## src/rtl/cenc_pkg.sv

```systemverilog
// Shared constants and types for the word-packed convolutional encoder.
package cenc_pkg;

  // Code structure.
  localparam int CONSTRAINT_LENGTH = 7;
  localparam int OUTPUTS_PER_BIT   = 2;
  localparam int WORD_BITS         = 16;

  // Derived widths.
  localparam int HIST_W   = CONSTRAINT_LENGTH - 1;
  localparam int EXT_W    = WORD_BITS + HIST_W;
  localparam int STREAM_W = WORD_BITS * OUTPUTS_PER_BIT;
  localparam int CNT_W    = $clog2(OUTPUTS_PER_BIT);
  localparam int NUM_POLY = 3;

  // Configuration port.
  localparam int POLY_W   = 15;
  localparam int APB_DW   = 32;
  localparam int APB_AW   = 4;

  localparam logic [POLY_W-1:0] POLY0_RST = POLY_W'(61);
  localparam logic [POLY_W-1:0] POLY1_RST = POLY_W'(79);
  localparam logic [POLY_W-1:0] POLY2_RST = POLY_W'(109);

  // Index of the last code word of one data word.
  localparam logic [CNT_W-1:0] LAST_WORD = CNT_W'(OUTPUTS_PER_BIT - 1);

  // Register indexes, taken from paddr[3:2].
  typedef enum logic [1:0] {
    REG_POLY0 = 2'd0,
    REG_POLY1 = 2'd1,
    REG_POLY2 = 2'd2
  } reg_idx_t;

  typedef logic [POLY_W-1:0] poly_t;

endpackage

```

## src/rtl/convolutional_encoder_word_packed_top.sv

```systemverilog
// Rate 1/N convolutional encoder with 16-bit word-packed input and output beats.
// Pipeline: a data beat is held in the input register, then encoded into the result stage,
//   from which its code words are offered one per output beat.
// Throughput: the output channel carries one 16-bit code word per beat; the next data word
//   loads into the result stage only when the last code word of the current one is taken.
// Reset: rst_n is synchronous, active low; it clears the bit history to zero, empties
//   both stages and restores the generator polynomials to their reset values.
module convolutional_encoder_word_packed_top (
  input  logic                        clk,
  input  logic                        rst_n,
  // Input stream
  input  logic                        in_tvalid,
  output logic                        in_tready,
  input  logic [15:0]                 in_tdata,   // [15:0] data_word
  input  logic                        in_tuser,   // [0] restart
  // Result stream
  output logic                        out_tvalid,
  input  logic                        out_tready,
  output logic [15:0]                 out_tdata,  // [15:0] code_word
  output logic                        out_tlast,  // last_of_word
  // Configuration port
  input  logic                        cfg_psel,
  input  logic                        cfg_penable,
  input  logic                        cfg_pwrite,
  input  logic [cenc_pkg::APB_AW-1:0] cfg_paddr,
  input  logic [cenc_pkg::APB_DW-1:0] cfg_pwdata,
  output logic [cenc_pkg::APB_DW-1:0] cfg_prdata,
  output logic                        cfg_pready
);

  // Input register stage.
  logic                              in_valid_r;
  logic [cenc_pkg::WORD_BITS-1:0]    in_data_r;
  logic                              in_restart_r;

  // Encoder state and result stage.
  logic [cenc_pkg::HIST_W-1:0]       hist_r, hist_nxt;
  logic                              res_valid_r;
  logic [cenc_pkg::STREAM_W-1:0]     res_r, res_nxt;
  logic [cenc_pkg::CNT_W-1:0]        cnt_r;

  // Generator polynomials.
  cenc_pkg::poly_t                   poly_r [cenc_pkg::NUM_POLY];
  cenc_pkg::reg_idx_t                cfg_idx;
  logic                              cfg_wr;

  logic                              out_take;
  logic                              out_done;
  logic                              load;

  // Handshake control.
  assign out_take  = res_valid_r && out_tready;
  assign out_done  = out_take && (cnt_r == cenc_pkg::LAST_WORD);
  assign load      = in_valid_r && (!res_valid_r || out_done);
  assign in_tready = !in_valid_r || load;

  // Input register: refills whenever its item moves on.
  always_ff @(posedge clk) begin
    if (!rst_n) begin
      in_valid_r <= 1'b0;
    end else if (in_tready) begin
      in_valid_r <= in_tvalid;
    end
    if (in_tvalid && in_tready) begin
      in_data_r    <= in_tdata;
      in_restart_r <= in_tuser;
    end
  end

  // Encode all sixteen message bits at once. The extended sequence holds the
  // earlier message bits below the new ones, so the window for message bit i
  // is a fixed slice of it.
  always_comb begin
    logic [cenc_pkg::EXT_W-1:0]             ext;
    logic [cenc_pkg::HIST_W-1:0]            hist_base;
    logic [cenc_pkg::CONSTRAINT_LENGTH-1:0] win;
    hist_base = in_restart_r ? '0 : hist_r;
    for (int m = 0; m < cenc_pkg::HIST_W; m++) begin
      ext[cenc_pkg::HIST_W-1-m] = hist_base[m];
    end
    for (int t = 0; t < cenc_pkg::WORD_BITS; t++) begin
      ext[cenc_pkg::HIST_W+t] = in_data_r[t];
    end
    res_nxt = '0;
    for (int i = 0; i < cenc_pkg::WORD_BITS; i++) begin
      for (int j = 0; j < cenc_pkg::CONSTRAINT_LENGTH; j++) begin
        win[j] = ext[cenc_pkg::HIST_W+i-j];
      end
      for (int c = 0; c < cenc_pkg::OUTPUTS_PER_BIT; c++) begin
        res_nxt[i*cenc_pkg::OUTPUTS_PER_BIT+c] =
          ^(win & poly_r[c][cenc_pkg::CONSTRAINT_LENGTH-1:0]);
      end
    end
    for (int j = 0; j < cenc_pkg::HIST_W; j++) begin
      hist_nxt[j] = ext[cenc_pkg::HIST_W+cenc_pkg::WORD_BITS-1-j];
    end
  end

  // Result stage: holds the packed code words and shifts one out per beat.
  always_ff @(posedge clk) begin
    if (!rst_n) begin
      res_valid_r <= 1'b0;
      cnt_r       <= '0;
      hist_r      <= '0;
    end else if (load) begin
      res_valid_r <= 1'b1;
      cnt_r       <= '0;
      hist_r      <= hist_nxt;
    end else if (out_done) begin
      res_valid_r <= 1'b0;
      cnt_r       <= '0;
    end else if (out_take) begin
      cnt_r <= cnt_r + 1'b1;
    end
    if (load) begin
      res_r <= res_nxt;
    end else if (out_take) begin
      res_r <= res_r >> cenc_pkg::WORD_BITS;
    end
  end

  assign out_tvalid = res_valid_r;
  assign out_tdata  = res_r[cenc_pkg::WORD_BITS-1:0];
  assign out_tlast  = (cnt_r == cenc_pkg::LAST_WORD);

  // Configuration registers.
  assign cfg_pready = 1'b1;
  assign cfg_idx    = cenc_pkg::reg_idx_t'(cfg_paddr[3:2]);
  assign cfg_wr     = cfg_psel && cfg_penable && cfg_pwrite && cfg_pready;

  always_ff @(posedge clk) begin
    if (!rst_n) begin
      poly_r[0] <= cenc_pkg::POLY0_RST;
      poly_r[1] <= cenc_pkg::POLY1_RST;
      poly_r[2] <= cenc_pkg::POLY2_RST;
    end else if (cfg_wr) begin
      case (cfg_idx)
        cenc_pkg::REG_POLY0: poly_r[0] <= cfg_pwdata[cenc_pkg::POLY_W-1:0];
        cenc_pkg::REG_POLY1: poly_r[1] <= cfg_pwdata[cenc_pkg::POLY_W-1:0];
        cenc_pkg::REG_POLY2: poly_r[2] <= cfg_pwdata[cenc_pkg::POLY_W-1:0];
        default: ;
      endcase
    end
  end

  // Register read-back.
  always_comb begin
    case (cfg_idx)
      cenc_pkg::REG_POLY0: cfg_prdata = cenc_pkg::APB_DW'(poly_r[0]);
      cenc_pkg::REG_POLY1: cfg_prdata = cenc_pkg::APB_DW'(poly_r[1]);
      cenc_pkg::REG_POLY2: cfg_prdata = cenc_pkg::APB_DW'(poly_r[2]);
      default:             cfg_prdata = '0;
    endcase
  end

  // A word count past zero only exists while results are held.
  a_cnt_needs_valid: assert property (@(posedge clk) disable iff (!rst_n)
    (cnt_r != '0) |-> res_valid_r)
    else $error("word count nonzero with empty result stage");

  // A held item must not advance while earlier code words are still pending.
  a_no_overrun: assert property (@(posedge clk) disable iff (!rst_n)
    (in_valid_r && res_valid_r && !out_done) |-> !in_tready)
    else $error("input stage advanced over pending code words");

  // Loading an item starts its first code word.
  a_load_starts: assert property (@(posedge clk) disable iff (!rst_n)
    load |=> (res_valid_r && cnt_r == '0))
    else $error("result stage not started after load");

  // The final beat with nothing waiting empties the result stage.
  a_drain: assert property (@(posedge clk) disable iff (!rst_n)
    (out_done && !in_valid_r) |=> !res_valid_r)
    else $error("result stage still valid after final beat");

endmodule

```

## config.mk

```make
export PLATFORM = sky130hd
export DESIGN_NAME = convolutional_encoder_word_packed_top
export DESIGN_NICKNAME = d
export VERILOG_FILES = /design/src/rtl/cenc_pkg.sv /design/src/rtl/convolutional_encoder_word_packed_top.sv
export SDC_FILE = /design/constraint.sdc
export NUM_CORES = 1
export LEC_CHECK = 0
export ABC_AREA = 1
export ABC_CLOCK_PERIOD_IN_PS = 4900
export BUFFER_PORTS_ARGS = -buffer_cell sky130_fd_sc_hd__buf_2
export CORE_MARGIN = 2
export CORE_UTILIZATION = 60
export CTS_CLUSTER_SIZE = 10
export DETAILED_ROUTE_END_ITERATION = 16
export PLACE_DENSITY = 0.84
export SYNTH_ARGS = -nofsm -noshare
export SYNTH_HDL_FRONTEND = slang
export SYNTH_SLANG_ARGS = --single-unit
export TNS_END_PERCENT = 1
```

## constraint.sdc

```tcl
create_clock -name clk -period 4.9 [get_ports clk]
set_input_delay 0.49 -clock clk [delete_from_list [all_inputs] [get_ports clk]]
set_output_delay 0.49 -clock clk [all_outputs]
set_load 0.005 [all_outputs]
```

==> flow_metrics.py, run 1 <==
metrics = {
    "pwr": {
        "irDropWorstVdd_v": 0.0002303,
        "p_total_mw": 2.461,
        "power_density_nw_per_um2": 291.2,
        "p_leak_nw": 4.121,
    },
    "clock_tree": {
        "clkTransAtPathRegs_ns": 0.08,
        "post_cts_setup_buffers": 0,
        "cts_made_buffers": 9,
        "clock_path_buffers": 2,
        "clock_tree.root_cell": "sky130_fd_sc_hd__clkbuf_16",
        "clk-insertion-delay-late_ns": 0.36,
        "holdBufCountCts": 0,
        "cts_resized": 0,
        "clock_tree.htree_level_count": 3,
        "clock_tree_from_tritoncts": "done",
        "clock_sink_count": 103,
    },
    "final_layout": {
        "layout-drive-gt1-share_pct": 8.836,
        "multiInputGateArea_um2": 4085,
        "num-fill-cells": 1090,
        "antenna_cells_inserted": 0,
        "mostFrequentLayoutCells": "529 x sky130_fd_sc_hd__nand2_1, 105 x sky130_fd_sc_hd__inv_1, 94 x sky130_fd_sc_hd__xnor2_1, 94 x sky130_fd_sc_hd__edfxtp_1, 87 x sky130_fd_sc_hd__nor2_1",
        "design.final.nets": 1232,
        "area_delta_synth_final_pct": 6.480,
        "layout_commonest_cell": "sky130_fd_sc_hd__nand2_1",
        "area.sequential_um2": 3003,
    },
    "global_routing": {
        "antenna_found_initial": 0,
        "grt_pass1_wl_um": 31180,
        "globalRouteTotalUtil_pct": 27.83,
        "grt_max_degree": 38,
        "globalRouteOverflowTotal": 0,
        "via_count_of_the_first_global_routing_pass": 6673,
    },
    "placement": {
        "globalplace.congestion": 0.9280,
        "dp_hpwl_um": 12770,
        "place_worst_setup_slack_ns": 2.277,
        "place.port_buffers": 74,
    },
    "timing": {
        "max_clock_freq_mhz": 403.7,
        "post-route-period-util_pct": 50.55,
        "hold_viol": 0,
        "unrepaired_setup_endpoints_after_global_routing": "false",
        "report.final.slew_viol_count": 0,
        "worst-slew-pin-transition_ns": 1.068,
        "fin_skew_ns": 0.007300,
        "final.setup.tns_ns": 0,
        "whs_ns": 0.2994,
        "setup_viol": 0,
        "relSlewSlack_pct": 28.54,
        "final_critical_path_setup_slack_ns": 2.423,
        "final.min_clock_period_ns": 2.477,
    },
    "floorplan": {
        "io_pins": 112,
        "initial_utilization_pct": 60.65,
        "die_x_um": 119.0,
        "dieHeight_um": 119.0,
        "die_area_um2": 14160,
        "core_region_area_um2": 13090,
        "std_cell_rows": 42,
    },
    "route": {
        "vias": 7219,
        "drcViolationCount": 0,
        "detail_route.wl_per_cell_um": 14.26,
        "wl_um": 19290,
        "drt_first_iter_violations": 676,
        "vias_per_cell": 5.336,
        "dr.pass1.iters": 9,
        "postRouteAntennaNets": 0,
    },
    "logic_synthesis": {
        "yosys-top-cells-area": "sky130_fd_sc_hd__edfxtp_1 36%, sky130_fd_sc_hd__nand2_1 25%, sky130_fd_sc_hd__xnor2_1 10%",
        "synth_sequential_area_ratio_pct": 37.84,
        "synthCells": 1152,
        "postSynthRegisterBits": 103,
        "post_synth.cell_area_avg_um2": 6.889,
        "synth.largest_area_cell": "sky130_fd_sc_hd__edfxtp_1",
        "yosysUniqueCellTypes": 26,
        "yosys_warnings": 0,
        "synth_top_area_share_pct": 35.57,
        "syn-cell-area_um2": 7936,
    },
    "critical_path": {
        "timing.critical_path.to_type": "output port",
        "cp.arrival_ns": 1.99,
        "worst_ep_required_time_ns": 4.41,
        "largest_fanout_on_the_critical_path": 15,
        "criticalPathCategory": "input pin to output port",
        "critPathLaunchType": "input pin",
    },
    "run_status": {
        "result_of_the_run": "finished, final reports clean",
    },
    "run": {
        "drv_cap": 0,
    },
    "hold_path": {
        "hold_path.class": "input pin to register",
    },
}
==> synth_stat cells <==
cell type,number
sky130_fd_sc_hd__o211ai_1,9
sky130_fd_sc_hd__nand4_1,1
sky130_fd_sc_hd__nor2_4,1
sky130_fd_sc_hd__o21ai_0,10
sky130_fd_sc_hd__inv_2,1
sky130_fd_sc_hd__conb_1,2
sky130_fd_sc_hd__nand3b_1,4
sky130_fd_sc_hd__o221ai_1,5
sky130_fd_sc_hd__a31oi_1,1
sky130_fd_sc_hd__nor4_1,1
sky130_fd_sc_hd__clkbuf_1,10
sky130_fd_sc_hd__nor2_1,87
sky130_fd_sc_hd__edfxtp_1,94
sky130_fd_sc_hd__xor2_1,22
sky130_fd_sc_hd__o31ai_1,1
sky130_fd_sc_hd__inv_1,105
sky130_fd_sc_hd__nand2_1,529
sky130_fd_sc_hd__clkbuf_2,1
sky130_fd_sc_hd__nand3_1,78
sky130_fd_sc_hd__a21oi_1,6
sky130_fd_sc_hd__xnor2_1,94
sky130_fd_sc_hd__nor3_2,1
sky130_fd_sc_hd__dfxtp_1,9
sky130_fd_sc_hd__buf_2,39
sky130_fd_sc_hd__or2_2,4
sky130_fd_sc_hd__buf_4,37
==> metal layers <==
layer  vias to the layer above  GRT usage [%]  share of wire [%]
li1                       3536              -                  -
met1                      3215          35.77                 39
met2                       417          46.05                 47
met3                        51          4.646                 11
met4                         0          12.80                3.0
met5                         -              0                  0
==> power breakdown <==
group	total, mW	leakage [nW]	internal, mW	switching [mW]
combinational	0.549	2.97	0.221	0.328
sequential	1.14	0.986	1.04	0.101
clock	0.774	0.160	0.414	0.360
total	2.46	4.12	1.67	0.790
==> stage by stage <==
stage	std cells	util (%)	cell area (um2)
after floorplan	1168	-	7996
after global placement	1337	62.07	8122
after detailed placement	1337	62.07	8122
after CTS	1353	64.58	8451
after global routing	1353	64.58	8451
final	1353	64.58	8451
==> flip-flops by register name, indices dropped and copies added, names as in the netlist <==
name / flops
out_tlast: 1
out_tvalid: 1
in_valid_r: 1
hist_r: 6
poly_r: 45
in_data_r: 16
res_r: 32
in_restart_r: 1
==> final cells by class <==
| type | instances | area share (%) |
|---|---|---|
| clock buffers | 9 | 2.665 |
| clock inverters | 7 | 1.229 |
| inverters | 106 | 4.708 |
| multi-input cells | 872 | 48.34 |
| flip-flops and latches | 103 | 35.53 |
| well taps | 176 | 2.606 |
| repair buffers | 80 | 4.916 |
==> worst paths after layout <==
kind / start / to / slack [ns] / depth (start not counted)
worst max-delay path: cfg_paddr[2] / cfg_prdata[5] / 2.42 / 5
worst min-delay path: in_tdata[12] / in_data_r[12] / 0.30 / 1
worst max register to register: out_tvalid / res_r[16] / 2.47 / 8
worst min register to register: hist_r[2] / hist_r[2] / 0.53 / 2
==> cell families after synthesis <==
family          Yosys count  synth area share, %
compound gates           32                2.586
xor+xnor                116                12.80
simple gates            706                35.17
buf+inv                 193                11.51
flops                   103                37.84
other cells               2              0.09463
==> critical path: stages <==
cell and delay (ns):
sky130_fd_sc_hd__buf_2 0.20, sky130_fd_sc_hd__nor2_1 0.84, sky130_fd_sc_hd__nand2_1 0.14, sky130_fd_sc_hd__o221ai_1 0.16, sky130_fd_sc_hd__buf_2 0.17
Note: power is estimated with default switching activity, not from simulation.
==> inputs of run 2 (changes only) <==
--- a/config.mk
+++ b/config.mk
@@ -6,13 +6,13 @@
 export NUM_CORES = 1
 export LEC_CHECK = 0
 export ABC_AREA = 1
-export ABC_CLOCK_PERIOD_IN_PS = 4900
+export ABC_CLOCK_PERIOD_IN_PS = 2200
 export BUFFER_PORTS_ARGS = -buffer_cell sky130_fd_sc_hd__buf_2
 export CORE_MARGIN = 2
-export CORE_UTILIZATION = 60
+export CORE_UTILIZATION = 53
 export CTS_CLUSTER_SIZE = 10
 export DETAILED_ROUTE_END_ITERATION = 16
-export PLACE_DENSITY = 0.84
+export PLACE_DENSITY = 0.79
 export SYNTH_ARGS = -nofsm -noshare
 export SYNTH_HDL_FRONTEND = slang
 export SYNTH_SLANG_ARGS = --single-unit
==> constraint.sdc (replaced) <==
create_clock -name clk -period 2.2 [get_ports clk]
set_input_delay 0.22 -clock clk [delete_from_list [all_inputs] [get_ports clk]]
set_output_delay 0.22 -clock clk [all_outputs]
set_load 0.005 [all_outputs]
==> run 2 against run 1 <==
  * Final cell count rose by 3.3%
  * Count of clock-buffer cells in the layout grew 1
  * Core utilization is 4.8 points lower
  * Sequential share of layout area shrank 1.1 points
  * Global-route usage is 2.1 points lower
  * Routed wire length rose by 4.9%
  * Register-to-register slack got worse by 2.2 ns
  * Total power is 120% higher
  * Via count is 1.7% higher
  * Clock skew hardly changed
  * Sequential power rose by 110%
  * Critical path type is now register to register
==> flow_metrics.py, run 2 (synthesized netlist as in run 1, its figures left out) <==
metrics = {
    "timing": {
        "hold_viol": 0,
        "max_clock_freq_mhz": 528.0,
        "whs_ns": 0.02879,
        "report.final.slew_viol_count": 0,
        "worst-slew-pin-transition_ns": 0.5971,
        "fin_skew_ns": 0.006871,
        "setup_viol": 0,
        "relSlewSlack_pct": 60.19,
        "final.min_clock_period_ns": 1.894,
        "post-route-period-util_pct": 86.09,
        "unrepaired_setup_endpoints_after_global_routing": "false",
    },
    "pwr": {
        "comb_power_share_pct": 25.7,
        "irDropWorstVdd_v": 0.0004598,
        "p_sw_mw": 1.753,
        "switching_share_pct": 32.43,
        "intPower_mw": 3.653,
        "power_density_nw_per_um2": 620.0,
        "p_leak_nw": 4.290,
        "share_clk_of_total_power_pct": 29.2,
        "sequential_share_of_power_pct": 45.0,
    },
    "critical_path": {
        "timing.critical_path.to_type": "register",
        "criticalPathCategory": "register to register",
        "worst_ep_required_time_ns": 2.31,
        "critPathLaunchType": "register",
        "largest_fanout_on_the_critical_path": 13,
        "cp.arrival_ns": 2.01,
    },
    "final_layout": {
        "final_core_utilization_pct": 59.77,
        "top_register": "poly_r",
        "layout-drive-gt1-share_pct": 11.53,
        "area_delta_synth_final_pct": 9.869,
        "largest_registers": "poly_r: 45 flops, res_r: 32 flops, in_data_r: 16 flops",
        "antenna_cells_inserted": 0,
        "design.final.nets": 1269,
        "layout_commonest_cell": "sky130_fd_sc_hd__nand2_1",
        "num-fill-cells": 1306,
        "mostFrequentLayoutCells": "529 x sky130_fd_sc_hd__nand2_1, 105 x sky130_fd_sc_hd__inv_1, 94 x sky130_fd_sc_hd__xnor2_1, 94 x sky130_fd_sc_hd__edfxtp_1, 87 x sky130_fd_sc_hd__nor2_1",
        "largest_register_ffs": 45,
    },
    "route": {
        "vias": 7342,
        "dr.pass1.iters": 5,
        "vias_per_cell": 5.252,
        "wl_um": 20230,
        "detail_route.wl_per_cell_um": 14.47,
        "postRouteAntennaNets": 0,
        "drcViolationCount": 0,
        "drt_first_iter_violations": 620,
    },
    "clock_tree": {
        "clock_tree_from_tritoncts": "done",
        "cts_made_buffers": 9,
        "cts_resized": 0,
        "clk-insertion-delay-late_ns": 0.36,
        "holdBufCountCts": 0,
        "clkTransAtPathRegs_ns": 0.08,
        "clock_tree.root_cell": "sky130_fd_sc_hd__clkbuf_16",
        "clock_sink_count": 103,
        "clock_tree.htree_level_count": 3,
        "post_cts_setup_buffers": 0,
        "clock_path_buffers": 2,
    },
    "floorplan": {
        "die_area_um2": 15970,
        "std_cell_rows": 44,
        "dieHeight_um": 126.4,
        "core_region_area_um2": 14590,
        "io_pins": 112,
        "die_x_um": 126.4,
        "initial_utilization_pct": 54.40,
    },
    "global_routing": {
        "globalRouteOverflowTotal": 0,
        "grt_pass1_wl_um": 32550,
        "via_count_of_the_first_global_routing_pass": 6686,
        "globalRouteTotalUtil_pct": 25.76,
        "antenna_found_initial": 0,
        "grt_max_degree": 37,
    },
    "run": {
        "drv_cap": 0,
    },
    "placement": {
        "place.port_buffers": 74,
        "globalplace.congestion": 0.9179,
        "dp_hpwl_um": 14130,
    },
    "hold_path": {
        "hold_path.class": "input pin to register",
    },
    "run_status": {
        "result_of_the_run": "finished, final reports clean",
    },
}
## run 2: cell count changes in the layout (fill, tap and decap cells not counted), sizes merged
cell | previous run | this run
buf | 80 | 117
clkbuf | 9 | 10
clkinv | 4 | 1
bufinv | 1 | 0
inv | 108 | 111
## run 2: worst paths after layout
kind	startpoint	slack [ns]	endpoint	cells after the start
max	in_restart_r	0.31	res_r[1]	11
min	in_tuser	0.03	in_restart_r	1
max reg2reg	in_restart_r	0.31	res_r[1]	11
min reg2reg	res_r[24]	0.52	res_r[8]	2
## run 2: through the flow
stage / power (mW) / worst slack, ns / TNS (ns) / instances / instance area [um2]
CTS: 5.412 / 0.3384 / 0 / 1398 / 8720
global placement: 3.800 / 0.3854 / 0 / 1382 / 8434
detailed placement: 3.846 / 0.3634 / 0 / 1382 / 8434
floorplan: 3.505 / -0.04589 / -0.6883 / 1168 / 7996
finish: 5.407 / 0.3060 / 0 / 1398 / 8720
global route: 5.692 / 0.1902 / 0 / 1398 / 8720
## run 2: critical path: stages (launching register included)
cell and delay [ns]:
sky130_fd_sc_hd__edfxtp_1 0.44, sky130_fd_sc_hd__inv_1 0.11, sky130_fd_sc_hd__buf_4 0.18, sky130_fd_sc_hd__nand2_1 0.23
sky130_fd_sc_hd__nor2_1 0.20, sky130_fd_sc_hd__nand2_1 0.07, sky130_fd_sc_hd__nand2_1 0.08, sky130_fd_sc_hd__nand2_1 0.05
sky130_fd_sc_hd__nand2_1 0.06, sky130_fd_sc_hd__nand2_1 0.05, sky130_fd_sc_hd__nand3_1 0.09, sky130_fd_sc_hd__nand2_1 0.07
## run 2: power by group through the flow
stage,Combinational [mW],Sequential (mW),Clock [mW]
global placement,1.33,2.47,0
floorplan,1.11,2.40,0
global route,1.56,2.45,1.68
detailed placement,1.37,2.47,0
finish,1.39,2.43,1.58
CTS,1.38,2.43,1.60
## run 2: per-layer routing
layer	part of all wire [%]	wire length, um	vias to the layer above	GRT usage, %
li1	-	-	3614	-
met3	8.9	1809	51	3.712
met1	41	8223	3353	34.17
met2	47	9518	324	42.37
met4	3.3	676	0	10.92
met5	0	0	-	0
## run 2: area by class of cell
type	instances	area, um2	area share [%]
clock inverter	6	56.30	0.6457
tap	184	230.2	2.640
inverter	106	397.9	4.563
multi-input combinational	872	4085	46.85
clock buffer	10	229.0	2.626
sequential	103	3003	34.44
timing repair buffer	117	718.2	8.236
